## src/rtl/core/pidfd_pkg.sv

```systemverilog
// Package for the filtered-derivative PID controller with anti-windup.
// Holds the item types, fixed-point widths, register and clamp codes,
// the controller-to-datapath command types and the saturation helper.
package pidfd_pkg;

   localparam int SIG_W          = 16;
   localparam int ACC_W          = 32;
   localparam int FRAC_BITS      = 16;
   localparam int POLE_W         = 17;
   localparam int COEF_WIDTH_DEF = 32;
   localparam int CSR_IDX_W      = 3;
   localparam int COEF_ONE       = 65536;

   localparam logic [CSR_IDX_W-1:0] REG_PROP_GAIN       = 3'd0;
   localparam logic [CSR_IDX_W-1:0] REG_SETPOINT_WEIGHT = 3'd1;
   localparam logic [CSR_IDX_W-1:0] REG_DERIV_POLE      = 3'd2;
   localparam logic [CSR_IDX_W-1:0] REG_DERIV_GAIN      = 3'd3;
   localparam logic [CSR_IDX_W-1:0] REG_INTEG_GAIN      = 3'd4;
   localparam logic [CSR_IDX_W-1:0] REG_DRIVE_MIN       = 3'd5;
   localparam logic [CSR_IDX_W-1:0] REG_DRIVE_MAX       = 3'd6;

   localparam logic [1:0] CLAMP_NONE = 2'd0;
   localparam logic [1:0] CLAMP_MIN  = 2'd1;
   localparam logic [1:0] CLAMP_MAX  = 2'd2;

   localparam int MUL_SEL_W = 3;
   localparam logic [MUL_SEL_W-1:0] MUL_SW   = 3'd0;
   localparam logic [MUL_SEL_W-1:0] MUL_POLE = 3'd1;
   localparam logic [MUL_SEL_W-1:0] MUL_DG   = 3'd2;
   localparam logic [MUL_SEL_W-1:0] MUL_KP   = 3'd3;
   localparam logic [MUL_SEL_W-1:0] MUL_KI   = 3'd4;

   typedef struct packed {
      logic signed [SIG_W-1:0] measured;
      logic signed [SIG_W-1:0] setpoint;
   } req_item_type;

   typedef struct packed {
      logic signed [SIG_W-1:0] drive;
      logic [1:0]              clamp_state;
   } rsp_item_type;

   typedef struct packed {
      logic                 load_in;
      logic [MUL_SEL_W-1:0] mul_sel;
      logic                 ld_pe;
      logic                 ld_d_pole;
      logic                 ld_d_sub;
      logic                 ld_u;
      logic                 commit;
   } dp_cmd_type;

   typedef struct packed {
      logic rsp_free;
      logic rsp_pending;
   } dp_status_type;

   // Saturates a sum of accumulator values to the signed accumulator width.
   function automatic logic signed [ACC_W-1:0] sat_acc(input logic signed [ACC_W+1:0] v);
      logic [2:0] top;
      top = v[ACC_W+1:ACC_W-1];
      if ((top == 3'b000) || (top == 3'b111)) begin
         return v[ACC_W-1:0];
      end else if (v[ACC_W+1]) begin
         return {1'b1, {(ACC_W-1){1'b0}}};
      end else begin
         return {1'b0, {(ACC_W-1){1'b1}}};
      end
   endfunction

endpackage

```

## src/rtl/core/pidfd_csr.sv

```systemverilog
// Configuration registers of the PID controller: gains, filter pole and limits.
// Depends on pidfd_pkg for widths, reset values and register indexes.
module pidfd_csr #(
   parameter int COEF_WIDTH = pidfd_pkg::COEF_WIDTH_DEF,
   parameter int CSR_DW     = (COEF_WIDTH > pidfd_pkg::POLE_W) ? COEF_WIDTH : pidfd_pkg::POLE_W
) (
   input  logic                                clock,
   input  logic                                reset,
   input  logic                                csr_valid,
   output logic                                csr_ready,
   input  logic [pidfd_pkg::CSR_IDX_W-1:0]     csr_index,
   input  logic [CSR_DW-1:0]                   csr_data,
   output logic signed [COEF_WIDTH-1:0]        prop_gain,
   output logic signed [COEF_WIDTH-1:0]        setpoint_weight,
   output logic [pidfd_pkg::POLE_W-1:0]        deriv_pole,
   output logic signed [COEF_WIDTH-1:0]        deriv_gain,
   output logic signed [COEF_WIDTH-1:0]        integ_gain,
   output logic signed [pidfd_pkg::SIG_W-1:0]  drive_min,
   output logic signed [pidfd_pkg::SIG_W-1:0]  drive_max
);
   import pidfd_pkg::*;

   logic signed [COEF_WIDTH-1:0] prop_gain_ff;
   logic signed [COEF_WIDTH-1:0] setpoint_weight_ff;
   logic [POLE_W-1:0]            deriv_pole_ff;
   logic signed [COEF_WIDTH-1:0] deriv_gain_ff;
   logic signed [COEF_WIDTH-1:0] integ_gain_ff;
   logic signed [SIG_W-1:0]      drive_min_ff;
   logic signed [SIG_W-1:0]      drive_max_ff;
   logic                         wr_en;

   assign csr_ready = 1'b1;
   assign wr_en     = csr_valid && csr_ready;

   always_ff @(posedge clock) begin
      if (reset) begin
         prop_gain_ff       <= COEF_WIDTH'(COEF_ONE);
         setpoint_weight_ff <= COEF_WIDTH'(COEF_ONE);
         deriv_pole_ff      <= '0;
         deriv_gain_ff      <= '0;
         integ_gain_ff      <= '0;
         drive_min_ff       <= {1'b1, {(SIG_W-1){1'b0}}};
         drive_max_ff       <= {1'b0, {(SIG_W-1){1'b1}}};
      end else if (wr_en) begin
         case (csr_index)
            REG_PROP_GAIN:       prop_gain_ff       <= csr_data[COEF_WIDTH-1:0];
            REG_SETPOINT_WEIGHT: setpoint_weight_ff <= csr_data[COEF_WIDTH-1:0];
            REG_DERIV_POLE:      deriv_pole_ff      <= csr_data[POLE_W-1:0];
            REG_DERIV_GAIN:      deriv_gain_ff      <= csr_data[COEF_WIDTH-1:0];
            REG_INTEG_GAIN:      integ_gain_ff      <= csr_data[COEF_WIDTH-1:0];
            REG_DRIVE_MIN:       drive_min_ff       <= csr_data[SIG_W-1:0];
            REG_DRIVE_MAX:       drive_max_ff       <= csr_data[SIG_W-1:0];
            default: ;
         endcase
      end
   end

   assign prop_gain       = prop_gain_ff;
   assign setpoint_weight = setpoint_weight_ff;
   assign deriv_pole      = deriv_pole_ff;
   assign deriv_gain      = deriv_gain_ff;
   assign integ_gain      = integ_gain_ff;
   assign drive_min       = drive_min_ff;
   assign drive_max       = drive_max_ff;

endmodule

```

## src/rtl/core/pidfd_ctrl.sv

```systemverilog
// Sequencer of the PID controller: schedules the shared multiplier and sums.
// Depends on pidfd_pkg for the command and status types and select codes.
module pidfd_ctrl (
   input  logic                     clock,
   input  logic                     reset,
   input  logic                     req_valid,
   output logic                     req_stall,
   input  pidfd_pkg::dp_status_type status,
   output pidfd_pkg::dp_cmd_type    cmd
);
   import pidfd_pkg::*;

   localparam logic [2:0] ST_IDLE  = 3'd0;
   localparam logic [2:0] ST_MPE   = 3'd1;
   localparam logic [2:0] ST_MPOLE = 3'd2;
   localparam logic [2:0] ST_MDG   = 3'd3;
   localparam logic [2:0] ST_MKP   = 3'd4;
   localparam logic [2:0] ST_MKI   = 3'd5;
   localparam logic [2:0] ST_SUM   = 3'd6;
   localparam logic [2:0] ST_OUT   = 3'd7;

   logic [2:0] state_ff;
   logic [2:0] state_in;
   logic       accept;

   assign req_stall = (state_ff != ST_IDLE);
   assign accept    = req_valid && !req_stall;

   always_comb begin
      state_in      = state_ff;
      cmd           = '0;
      cmd.mul_sel   = MUL_KI;
      cmd.load_in   = accept;
      case (state_ff)
         ST_IDLE: begin
            if (accept) state_in = ST_MPE;
         end
         ST_MPE: begin
            cmd.mul_sel = MUL_SW;
            state_in    = ST_MPOLE;
         end
         ST_MPOLE: begin
            cmd.mul_sel = MUL_POLE;
            state_in    = ST_MDG;
         end
         ST_MDG: begin
            cmd.mul_sel = MUL_DG;
            cmd.ld_pe   = 1'b1;
            state_in    = ST_MKP;
         end
         ST_MKP: begin
            cmd.mul_sel   = MUL_KP;
            cmd.ld_d_pole = 1'b1;
            state_in      = ST_MKI;
         end
         ST_MKI: begin
            cmd.ld_d_sub = 1'b1;
            state_in     = ST_SUM;
         end
         ST_SUM: begin
            cmd.ld_u = 1'b1;
            state_in = ST_OUT;
         end
         ST_OUT: begin
            if (status.rsp_free) begin
               cmd.commit = 1'b1;
               state_in   = ST_IDLE;
            end
         end
         default: state_in = ST_IDLE;
      endcase
   end

   always_ff @(posedge clock) begin
      if (reset) begin
         state_ff <= ST_IDLE;
      end else begin
         state_ff <= state_in;
      end
   end

   a_accept_starts: assert property (@(posedge clock) disable iff (reset)
      accept |=> (state_ff == ST_MPE))
      else $error("Accepted item did not start the multiply sequence.");

   a_out_holds: assert property (@(posedge clock) disable iff (reset)
      (state_ff == ST_OUT) && !status.rsp_free |=> (state_ff == ST_OUT))
      else $error("Result left the output state without a free slot.");

   a_commit_fills: assert property (@(posedge clock) disable iff (reset)
      cmd.commit |=> status.rsp_pending)
      else $error("Committed item did not reach the output register.");

endmodule

```

## src/rtl/core/pidfd_dpath.sv

```systemverilog
// Datapath of the PID controller: shared rounding multiplier, D/I/P terms,
// clamp and output register. Depends on pidfd_pkg for types and helpers.
module pidfd_dpath #(
   parameter int COEF_WIDTH = pidfd_pkg::COEF_WIDTH_DEF
) (
   input  logic                                clock,
   input  logic                                reset,
   input  pidfd_pkg::dp_cmd_type               cmd,
   output pidfd_pkg::dp_status_type            status,
   input  pidfd_pkg::req_item_type             req_item,
   output logic                                rsp_valid,
   input  logic                                rsp_stall,
   output pidfd_pkg::rsp_item_type             rsp_item,
   input  logic signed [COEF_WIDTH-1:0]        prop_gain,
   input  logic signed [COEF_WIDTH-1:0]        setpoint_weight,
   input  logic [pidfd_pkg::POLE_W-1:0]        deriv_pole,
   input  logic signed [COEF_WIDTH-1:0]        deriv_gain,
   input  logic signed [COEF_WIDTH-1:0]        integ_gain,
   input  logic signed [pidfd_pkg::SIG_W-1:0]  drive_min,
   input  logic signed [pidfd_pkg::SIG_W-1:0]  drive_max
);
   import pidfd_pkg::*;

   localparam int OPA_W = (COEF_WIDTH > POLE_W + 1) ? COEF_WIDTH : POLE_W + 1;
   localparam int OPB_W = (ACC_W > SIG_W + 1) ? ACC_W : SIG_W + 1;
   localparam int PW    = OPA_W + OPB_W;

   logic signed [SIG_W-1:0] y_ff;
   logic signed [SIG_W-1:0] r_ff;
   logic signed [SIG_W-1:0] prev_ff;
   logic signed [ACC_W-1:0] deriv_ff;
   logic signed [ACC_W-1:0] integ_ff;
   logic signed [ACC_W-1:0] pe_ff;
   logic signed [ACC_W-1:0] u_ff;
   logic signed [PW-1:0]    prod_ff;
   logic signed [PW-1:0]    prod_in;
   logic signed [ACC_W-1:0] q_ff;
   logic signed [ACC_W-1:0] q_in;
   logic                    rsp_valid_ff;
   rsp_item_type            rsp_item_ff;

   logic signed [OPA_W-1:0] opa;
   logic signed [OPB_W-1:0] opb;
   logic signed [SIG_W:0]   dy;
   logic signed [SIG_W:0]   err;
   logic signed [PW:0]      rnd;
   logic signed [PW:0]      shifted;
   logic signed [ACC_W-1:0] lim_lo;
   logic signed [ACC_W-1:0] lim_hi;
   logic [1:0]              clamp;
   logic signed [SIG_W-1:0] drive_val;
   logic                    rsp_free;

   assign dy  = (SIG_W+1)'(y_ff) - (SIG_W+1)'(prev_ff);
   assign err = (SIG_W+1)'(r_ff) - (SIG_W+1)'(y_ff);

   always_comb begin
      case (cmd.mul_sel)
         MUL_SW: begin
            opa = OPA_W'(setpoint_weight);
            opb = OPB_W'(r_ff);
         end
         MUL_POLE: begin
            opa = OPA_W'({1'b0, deriv_pole});
            opb = OPB_W'(deriv_ff);
         end
         MUL_DG: begin
            opa = OPA_W'(deriv_gain);
            opb = OPB_W'(dy);
         end
         MUL_KP: begin
            opa = OPA_W'(prop_gain);
            opb = OPB_W'(pe_ff);
         end
         MUL_KI: begin
            opa = OPA_W'(integ_gain);
            opb = OPB_W'(err);
         end
         default: begin
            opa = '0;
            opb = '0;
         end
      endcase
   end

   assign prod_in = opa * opb;

   // Round half toward plus infinity from Q.16 to Q.0, then saturate.
   assign rnd     = (PW+1)'(prod_ff) + (PW+1)'(1 << (FRAC_BITS - 1));
   assign shifted = rnd >>> FRAC_BITS;

   always_comb begin
      if ((shifted[PW:ACC_W-1] == '0) || (shifted[PW:ACC_W-1] == '1)) begin
         q_in = shifted[ACC_W-1:0];
      end else if (shifted[PW]) begin
         q_in = {1'b1, {(ACC_W-1){1'b0}}};
      end else begin
         q_in = {1'b0, {(ACC_W-1){1'b1}}};
      end
   end

   assign lim_lo = ACC_W'(drive_min);
   assign lim_hi = ACC_W'(drive_max);

   always_comb begin
      clamp     = CLAMP_NONE;
      drive_val = u_ff[SIG_W-1:0];
      if (u_ff < lim_lo) begin
         clamp     = CLAMP_MIN;
         drive_val = drive_min;
      end
      if (u_ff > lim_hi) begin
         clamp     = CLAMP_MAX;
         drive_val = drive_max;
      end
   end

   assign rsp_free           = !rsp_valid_ff || !rsp_stall;
   assign status.rsp_free    = rsp_free;
   assign status.rsp_pending = rsp_valid_ff;

   always_ff @(posedge clock) begin
      prod_ff <= prod_in;
      q_ff    <= q_in;
      if (cmd.load_in) begin
         y_ff <= req_item.measured;
         r_ff <= req_item.setpoint;
      end
      if (cmd.ld_pe) begin
         pe_ff <= sat_acc((ACC_W+2)'(q_ff) - (ACC_W+2)'(y_ff));
      end
      if (cmd.ld_u) begin
         u_ff <= sat_acc((ACC_W+2)'(q_ff) + (ACC_W+2)'(integ_ff) + (ACC_W+2)'(deriv_ff));
      end
      if (cmd.commit) begin
         rsp_item_ff.drive       <= drive_val;
         rsp_item_ff.clamp_state <= clamp;
      end
   end

   always_ff @(posedge clock) begin
      if (reset) begin
         rsp_valid_ff <= 1'b0;
         deriv_ff     <= '0;
         integ_ff     <= '0;
         prev_ff      <= '0;
      end else begin
         if (cmd.commit) begin
            rsp_valid_ff <= 1'b1;
         end else if (!rsp_stall) begin
            rsp_valid_ff <= 1'b0;
         end
         if (cmd.ld_d_pole) begin
            deriv_ff <= q_ff;
         end else if (cmd.ld_d_sub) begin
            deriv_ff <= sat_acc((ACC_W+2)'(deriv_ff) - (ACC_W+2)'(q_ff));
         end
         if (cmd.commit) begin
            prev_ff <= y_ff;
            if (clamp == CLAMP_NONE) begin
               integ_ff <= sat_acc((ACC_W+2)'(integ_ff) + (ACC_W+2)'(q_ff));
            end
         end
      end
   end

   assign rsp_valid = rsp_valid_ff;
   assign rsp_item  = rsp_item_ff;

   a_no_overwrite: assert property (@(posedge clock) disable iff (reset)
      cmd.commit |-> rsp_free)
      else $error("Output register overwritten while an item was still held.");

   a_clamp_code: assert property (@(posedge clock) disable iff (reset)
      rsp_valid_ff |-> (rsp_item_ff.clamp_state != 2'b11))
      else $error("Result item carries an unused clamp code.");

   a_unclamped_in_range: assert property (@(posedge clock) disable iff (reset)
      cmd.commit && (clamp == CLAMP_NONE) |-> (u_ff >= lim_lo) && (u_ff <= lim_hi))
      else $error("Unclamped drive lies outside the actuator limits.");

endmodule

```

## src/rtl/core/pid_filtered_derivative_antiwindup.sv

```systemverilog
// Discrete PID controller with setpoint weighting, filtered derivative and
// conditional-integration anti-windup. A new item is accepted only once the
// previous one is committed to the output register, which rsp_stall delays;
// the single shared multiplier and rounding register serve five products
// per item. Reset is synchronous: gains and limits return to defaults, D, I
// and the previous sample clear to zero. Uses pidfd_pkg and pidfd_* modules.
module pid_filtered_derivative_antiwindup #(
   parameter int COEF_WIDTH = pidfd_pkg::COEF_WIDTH_DEF,
   parameter int CSR_DW     = (COEF_WIDTH > pidfd_pkg::POLE_W) ? COEF_WIDTH : pidfd_pkg::POLE_W
) (
   input  logic                            clock,
   input  logic                            reset,
   input  logic                            req_valid,
   output logic                            req_stall,
   input  pidfd_pkg::req_item_type         req_item,
   output logic                            rsp_valid,
   input  logic                            rsp_stall,
   output pidfd_pkg::rsp_item_type         rsp_item,
   input  logic                            csr_valid,
   output logic                            csr_ready,
   input  logic [pidfd_pkg::CSR_IDX_W-1:0] csr_index,
   input  logic [CSR_DW-1:0]               csr_data
);
   import pidfd_pkg::*;

   logic signed [COEF_WIDTH-1:0] prop_gain;
   logic signed [COEF_WIDTH-1:0] setpoint_weight;
   logic [POLE_W-1:0]            deriv_pole;
   logic signed [COEF_WIDTH-1:0] deriv_gain;
   logic signed [COEF_WIDTH-1:0] integ_gain;
   logic signed [SIG_W-1:0]      drive_min;
   logic signed [SIG_W-1:0]      drive_max;
   dp_cmd_type                   cmd;
   dp_status_type                status;

   pidfd_csr #(
      .COEF_WIDTH (COEF_WIDTH),
      .CSR_DW     (CSR_DW)
   ) u_csr (
      .clock           (clock),
      .reset           (reset),
      .csr_valid       (csr_valid),
      .csr_ready       (csr_ready),
      .csr_index       (csr_index),
      .csr_data        (csr_data),
      .prop_gain       (prop_gain),
      .setpoint_weight (setpoint_weight),
      .deriv_pole      (deriv_pole),
      .deriv_gain      (deriv_gain),
      .integ_gain      (integ_gain),
      .drive_min       (drive_min),
      .drive_max       (drive_max)
   );

   pidfd_ctrl u_ctrl (
      .clock     (clock),
      .reset     (reset),
      .req_valid (req_valid),
      .req_stall (req_stall),
      .status    (status),
      .cmd       (cmd)
   );

   pidfd_dpath #(
      .COEF_WIDTH (COEF_WIDTH)
   ) u_dpath (
      .clock           (clock),
      .reset           (reset),
      .cmd             (cmd),
      .status          (status),
      .req_item        (req_item),
      .rsp_valid       (rsp_valid),
      .rsp_stall       (rsp_stall),
      .rsp_item        (rsp_item),
      .prop_gain       (prop_gain),
      .setpoint_weight (setpoint_weight),
      .deriv_pole      (deriv_pole),
      .deriv_gain      (deriv_gain),
      .integ_gain      (integ_gain),
      .drive_min       (drive_min),
      .drive_max       (drive_max)
   );

endmodule
```

## config.mk

```make
export PLATFORM = sky130hd
export DESIGN_NAME = pid_filtered_derivative_antiwindup
export DESIGN_NICKNAME = d
export VERILOG_FILES = /design/src/rtl/core/pidfd_pkg.sv /design/src/rtl/core/pidfd_csr.sv /design/src/rtl/core/pidfd_ctrl.sv /design/src/rtl/core/pidfd_dpath.sv /design/src/rtl/core/pid_filtered_derivative_antiwindup.sv
export SDC_FILE = /design/constraint.sdc
export NUM_CORES = 2
export LEC_CHECK = 0
export BUFFER_PORTS_ARGS = -buffer_cell sky130_fd_sc_hd__buf_4
export CAP_MARGIN = 30
export CORE_MARGIN = 2
export CORE_UTILIZATION = 30
export CTS_CLUSTER_DIAMETER = 80
export DETAILED_ROUTE_END_ITERATION = 12
export SLEW_MARGIN = 5
export SYNTH_ARGS = -nofsm -noshare
export SYNTH_HDL_FRONTEND = slang
export SYNTH_SLANG_ARGS = --single-unit
export TNS_END_PERCENT = 10
```

## constraint.sdc

```tcl
create_clock -name clock -period 23.1 [get_ports clock]
set_input_delay 0 -clock clock [delete_from_list [all_inputs] [get_ports clock]]
set_output_delay 0 -clock clock [all_outputs]
set_load 0.01 [all_outputs]
```

Word level (Yosys, flattened, before mapping)
Index checks and enable logic that the tools add are counted.

Add/subtract/negate cells: 7. Muxes and demuxes: 30. Equality and inequality tests: 25. Reductions and logical operators: 30. Order comparisons: 2. Multipliers: 1.

Operators by type and width (number): 32-bit 2-to-1 mux (12); 32-bit one-hot mux with 5 select lines (2); 64-bit by 17-bit adder with 65-bit output (second input constant) (1); 32-bit by 32-bit multiplier with 64-bit output (1); 3-bit equality test (second input constant) (12); 33-bit by 32-bit adder with 34-bit output (1); 34-bit equality test (second input constant) (1); 34-bit zero test (1); 16-bit by 16-bit subtractor with 17-bit output (2); 32-bit by 32-bit adder with 33-bit output (1); 32-bit by 16-bit subtractor with 33-bit output (1); 32-bit by 32-bit subtractor with 33-bit output (1); 32-bit by 16-bit > comparator with 1-bit output (1); 32-bit by 16-bit less-than comparator with 1-bit output (1); 16-bit 2-to-1 mux (2); 3-bit one-hot mux with 8 select lines (1); 3-bit zero test (7); 3-bit by 2-bit equality test with 1-bit output (second input constant) (6); 2-bit AND reduction (9); 3-bit one-hot mux with 4 select lines (1); 3-bit by 1-bit equality test with 1-bit output (second input constant) (3); 1-bit 2-to-1 mux (9); 1-bit logical OR (6); 3-bit 2-to-1 mux (2); other kinds (7) (11).

Register bits after elaboration: 471. Output and inout port bits: 21.

Logic depth before layout (Yosys ltp)
Depth in word-level cells: 6. Gate-level depth with buffers: 46. Mapped depth without buffers: 43.

Modules after synthesis
A second synthesis with hierarchy kept.

Cells, all modules: 7003. Area, all modules: 63744.9 µm².

Modules (own cells, without submodules): pidfd_dpath (area an instance 56526.7 µm², seq. area each 6666.4 µm², cells an instance 6333, times used 1); pidfd_csr (area an instance 6984.2 µm², seq. area each 3543.4 µm², cells an instance 638, times used 1); pidfd_ctrl (area an instance 234.0 µm², seq. area each 60.1 µm², cells an instance 32, times used 1).

Worst setup path after synthesis
Ideal clock, no wire load.

Path kind: register -> register. Start: register u_dpath.r_ff[0]. End: register u_dpath.prod_ff[58]. Buffers on the path: 2. Path slack: 12737 ps. Period minus slack after synthesis: 10363 ps. Stages on the path, launching flop included: 42. Library setup time: 127 ps. Arrival: 10236 ps. Cells stage by stage: edfxtp_1 inv_1 ha_1 inv_1 fa_1 a21o_1 a21o_1 a21o_1 a21o_1 a21oi_1 o21a_1 o21ai_0 o41a_1 a21o_1 nand3_1 clkbuf_1 a221o_1 clkbuf_1 (+6 left out) fa_1 inv_1 fa_1 fa_1 fa_1 fa_1 ha_1 a21o_1 a21o_1 a21oi_1 o21ai_0 a221o_1 a31o_2 a2111oi_0 o31ai_1 a21oi_1 o21ai_0 xor2_1.

Cells in the longest elaborated chain, start to end: 3.

Ends and longest elaborated chain: from (decl) (line pidfd_dpath.sv:29) `logic signed [SIG_W-1:0] r_ff;`; from (signal assigned) (line pidfd_dpath.sv:127) `r_ff <= req_item.setpoint;`; 16-bit by 16-bit subtractor with 17-bit output (line pidfd_dpath.sv:55) `assign err = (SIG_W+1)'(r_ff) - (SIG_W+1)'(y_ff);`; 32-bit one-hot mux with 5 select lines (*) (line pidfd_dpath.sv:58) `case (cmd.mul_sel)`; 32-bit by 32-bit multiplier with 64-bit output (*) (line pidfd_dpath.sv:86) `assign prod_in = opa * opb;`; via u_dpath.prod_in[58] (line pidfd_dpath.sv:36) `logic signed [PW-1:0] prod_in;`; to (signal assigned) (line pidfd_dpath.sv:123) `prod_ff <= prod_in;`; to (decl) (line pidfd_dpath.sv:35) `logic signed [PW-1:0] prod_ff;`.

Mark *: on every way through the listed nets, which the timed path passes. The rest lies on a longest branch. A chain may end at the register's enable or synchronous reset.

Worst setup path after layout
Ends and elaborated chain as after synthesis.

==> flow_summary_export.csv <==
group,metric,value,unit
clock_network,clockBufferDepth,3,
floorplan,rows,167,
route,ant_nets,0,
clock_network,clk_pin_slew,70,ps
clock_network,post_cts_buffers,0,
global_route,globalRouteOverflowTotal,0,
yosys,synth_edf_count,114,
flow_run,drv_cap,0,
timing,worst_pin_slew,1070,ps
cells_and_area,syn_to_final_growth,10.9,%
cells_and_area,fin_nets,8709,
clock_network,clockRootBuffer,"clkbuf_16",
cells_and_area,drive_gt1_share,5.81,%
setup_path,worstSetupPathType,"register to register",
floorplan,io_pins,93,
worst_hold_path,min_path_cells,2,
floorplan,die_h,460,µm
yosys,ys_seq_area_share,16.5,%
route,routed.top_layer,"met4",
yosys,synth_nets,8688,
route,dr.pass1.iters,8,
route,wl_met1,86800,µm
clock_network,cts_sinks,456,
setup_path,crit_start,"u_dpath.r_ff[0]$_DFFE_PP_",
timing,max_freq,0.0813,GHz
global_route,grt_antenna_before_repair,6,
yosys,ys_warn_count,0,
setup_path,regToRegSetupSlack,10790,ps
floorplan,core,207000,µm²
setup_path,cpMostUsedCell,"fa_1",
route,met3_length,20100,µm
power_and_ir_drop,max-vdd-ir-drop,164,µV
route,dr_total_vias,51041,
yosys,async_flop_share,0,%
route,routed_via_density,5.16,
timing,rsz0062_at_grt,"false",
clock_network,clkLatencyLatePin,630,ps
power_and_ir_drop,power_density,145,nW/µm²
clock_network,cts_buffers,52,
place,hpwlAfterDp,168000,µm
timing,setup-tns-final,0,ps
yosys,synthDistinctLibCells,91,
yosys,synth_area,62200,µm²
timing,hold_viol,0,
yosys,netlist_instances,7120,
setup_path,cpPeakStageDelay,810,ps
setup_path,ff2ff_path_depth,41,
route,first_iter_violations,4430,
setup_path,worstSetupEndpointType,"register",
outcome,outcome,"finished, final reports clean",
timing,finalCritPeriodShare,53.3,%
place,routabilityCongestion,0.978,
setup_path,r2r_end,"u_dpath.prod_ff[58]$_DFF_P_",
floorplan,dieArea,211000,µm²
yosys,ys_ff_latch,456,
global_route,grt_max_degree,92,
timing,setup_violations,0,
clock_network,hold_buffers,71,
setup_path,arrival,12800,ps
place,numPortBuffers,91,
global_route,grt.total_usage,20.7,%
setup_path,critPathMaxFanout,32,
power_and_ir_drop,leakage,31.5,nW
global_route,grt_pass1_wl,330000,µm
floorplan,start_util,30.1,%
setup_path,slowest_stage,"a2111oi_0",
route,drc_errors,0,
timing,fin_crit,12310,ps
timing,drv_slew,0,
cells_and_area,finalNonFillerCells,9892,
route,wl_met2,98200,µm
worst_hold_path,worst_hold_path_type,"input port to register",
setup_path,endpoint,"u_dpath.prod_ff[58]$_DFF_P_",
timing,clock_skew,24.9,ps
cells_and_area,final_common_cell,"inv_1",
global_route,grt_pass1_vias,53143,
power_and_ir_drop,p_total,10.0,mW
place,dp.cells,9715,
setup_path,required,23600,ps
timing,slew_headroom,28.8,%
route,drt_wl_total,218000,µm
clock_network,cts.htree.levels,2,
setup_path,r2r_start,"u_dpath.r_ff[0]$_DFFE_PP_",
yosys,postSynthAreaPerCell,8.74,µm²
clock_network,cts_resized,0,
floorplan,fp.dieW,460,µm
cells_and_area,layout_common_cells,"inv_1, nand2_1, fa_1",
route,routedWlPerCell,22.0,µm
clock_network,cts_tree,"built",
yosys,synthFlopType,"dfxtp_1",
setup_path,start_kind,"register",
==> worst max-delay path: cells and delay by family, from the launching register on <==
kind	cells	cell delay (ps)
and+or+nand+nor	2	210
DFF	1	400
adders and majority gates	11	4890
xor gates and xnor gates	1	150
AOI/OAI and AO/OA	20	5310
buffers and inverters	7	1140
==> state kept, by name (all words and copies together) (netlist names), 3 cells and up <==
register,flops
u_dpath.q_ff,32
u_csr.prop_gain,32
u_csr.drive_min,16
u_dpath.rsp_item,18
u_dpath.integ_ff,32
u_csr.integ_gain,32
u_dpath.deriv_ff,32
u_dpath.prod_ff,49
u_csr.drive_max,16
u_dpath.u_ff,32
u_csr.deriv_pole,17
u_csr.setpoint_weight,32
u_dpath.prev_ff,16
u_ctrl.state_ff,3
u_dpath.y_ff,16
u_dpath.r_ff,16
u_csr.deriv_gain,32
u_dpath.pe_ff,32
==> where the power goes <==
part / internal [mW] / leakage [nW] / switching (mW)
clock: 0.500 / 0.849 / 0.373
sequential: 1.04 / 3.83 / 0.186
combinational: 2.68 / 26.9 / 5.24
==> per-layer routing <==
layer | vias to the layer above | global-route usage, %
met5 | - | 0
met4 | 0 | 10.3
met3 | 512 | 5.02
met2 | 2315 | 32.7
met1 | 25557 | 26.3
li1 | 22657 | -
==> cells by family (layout without fill, tap and decap cells) <==
| kind of cell | count (synthesis) | after routing | share of synthesized area, % |
|---|---|---|---|
| simple gates | 2107 | 2107 | 14.2 |
| buf+inv | 1580 | 1643 | 9.58 |
| fa+ha+maj | 1505 | 1505 | 43.3 |
| compound gates | 1214 | 1214 | 12.7 |
| flops | 456 | 456 | 16.5 |
| xor+xnor | 220 | 220 | 3.10 |
| mux | 37 | 37 | 0.595 |
| other cells | 1 | 6 | 0.00602 |
==> worst min-delay path by stage <==
stage                 startpoint                   endpoint  slack [ps]
finish              req_item[21]  u_dpath.y_ff[5]$_DFFE_PP_          90
global route        req_item[21]  u_dpath.y_ff[5]$_DFFE_PP_          80
CTS                  req_item[3]  u_dpath.r_ff[3]$_DFFE_PP_          60
detailed placement   req_item[9]  u_dpath.r_ff[9]$_DFFE_PP_         180
global placement    req_item[21]  u_dpath.y_ff[5]$_DFFE_PP_         180
floorplan            req_item[0]  u_dpath.r_ff[0]$_DFFE_PP_         100
==> layout make-up <==
class	count	area, µm²
sequential	456	10300
antenna	5	12.5
clock inverter	35	382
tap	2704	3380
timing repair buffer	302	2620
clock buffer	61	1390
multi-input combinational	5084	46300
inverter	1245	4670
fill	21122	138000
==> through the flow <==
stage / util, % / instance area [µm²] / hold slack, ps / setup WS, ps
4_1_cts: 33.4 / 68900 / 60.3 / 11100
5_1_grt: 33.4 / 69000 / 80.8 / 10200
6_report: 33.4 / 69000 / 85.4 / 10790
2_1_floorplan: - / 62200 / 98.9 / 12740
3_3_place_gp: 32.1 / 66300 / 179 / 10390
3_5_place_dp: 32.2 / 66500 / 180 / 11150
==> cell usage after synthesis (42+ instances only) <==
library cell	count	area, µm²
fa_1	1087	21800
edfxtp_1	114	3420
clkbuf_1	308	1160
a21oi_1	451	2260
o21ai_0	177	886
xor2_1	78	683
dfxtp_1	342	6850
xnor2_1	142	1240
nand3_1	80	400
and2_1	42	263
inv_1	1242	4660
nor2_1	502	1880
nand2_1	1230	4620
a21o_1	156	1170
nand4_1	45	282
ha_1	409	5120
No activity file was read; power rests on OpenSTA's default activity.
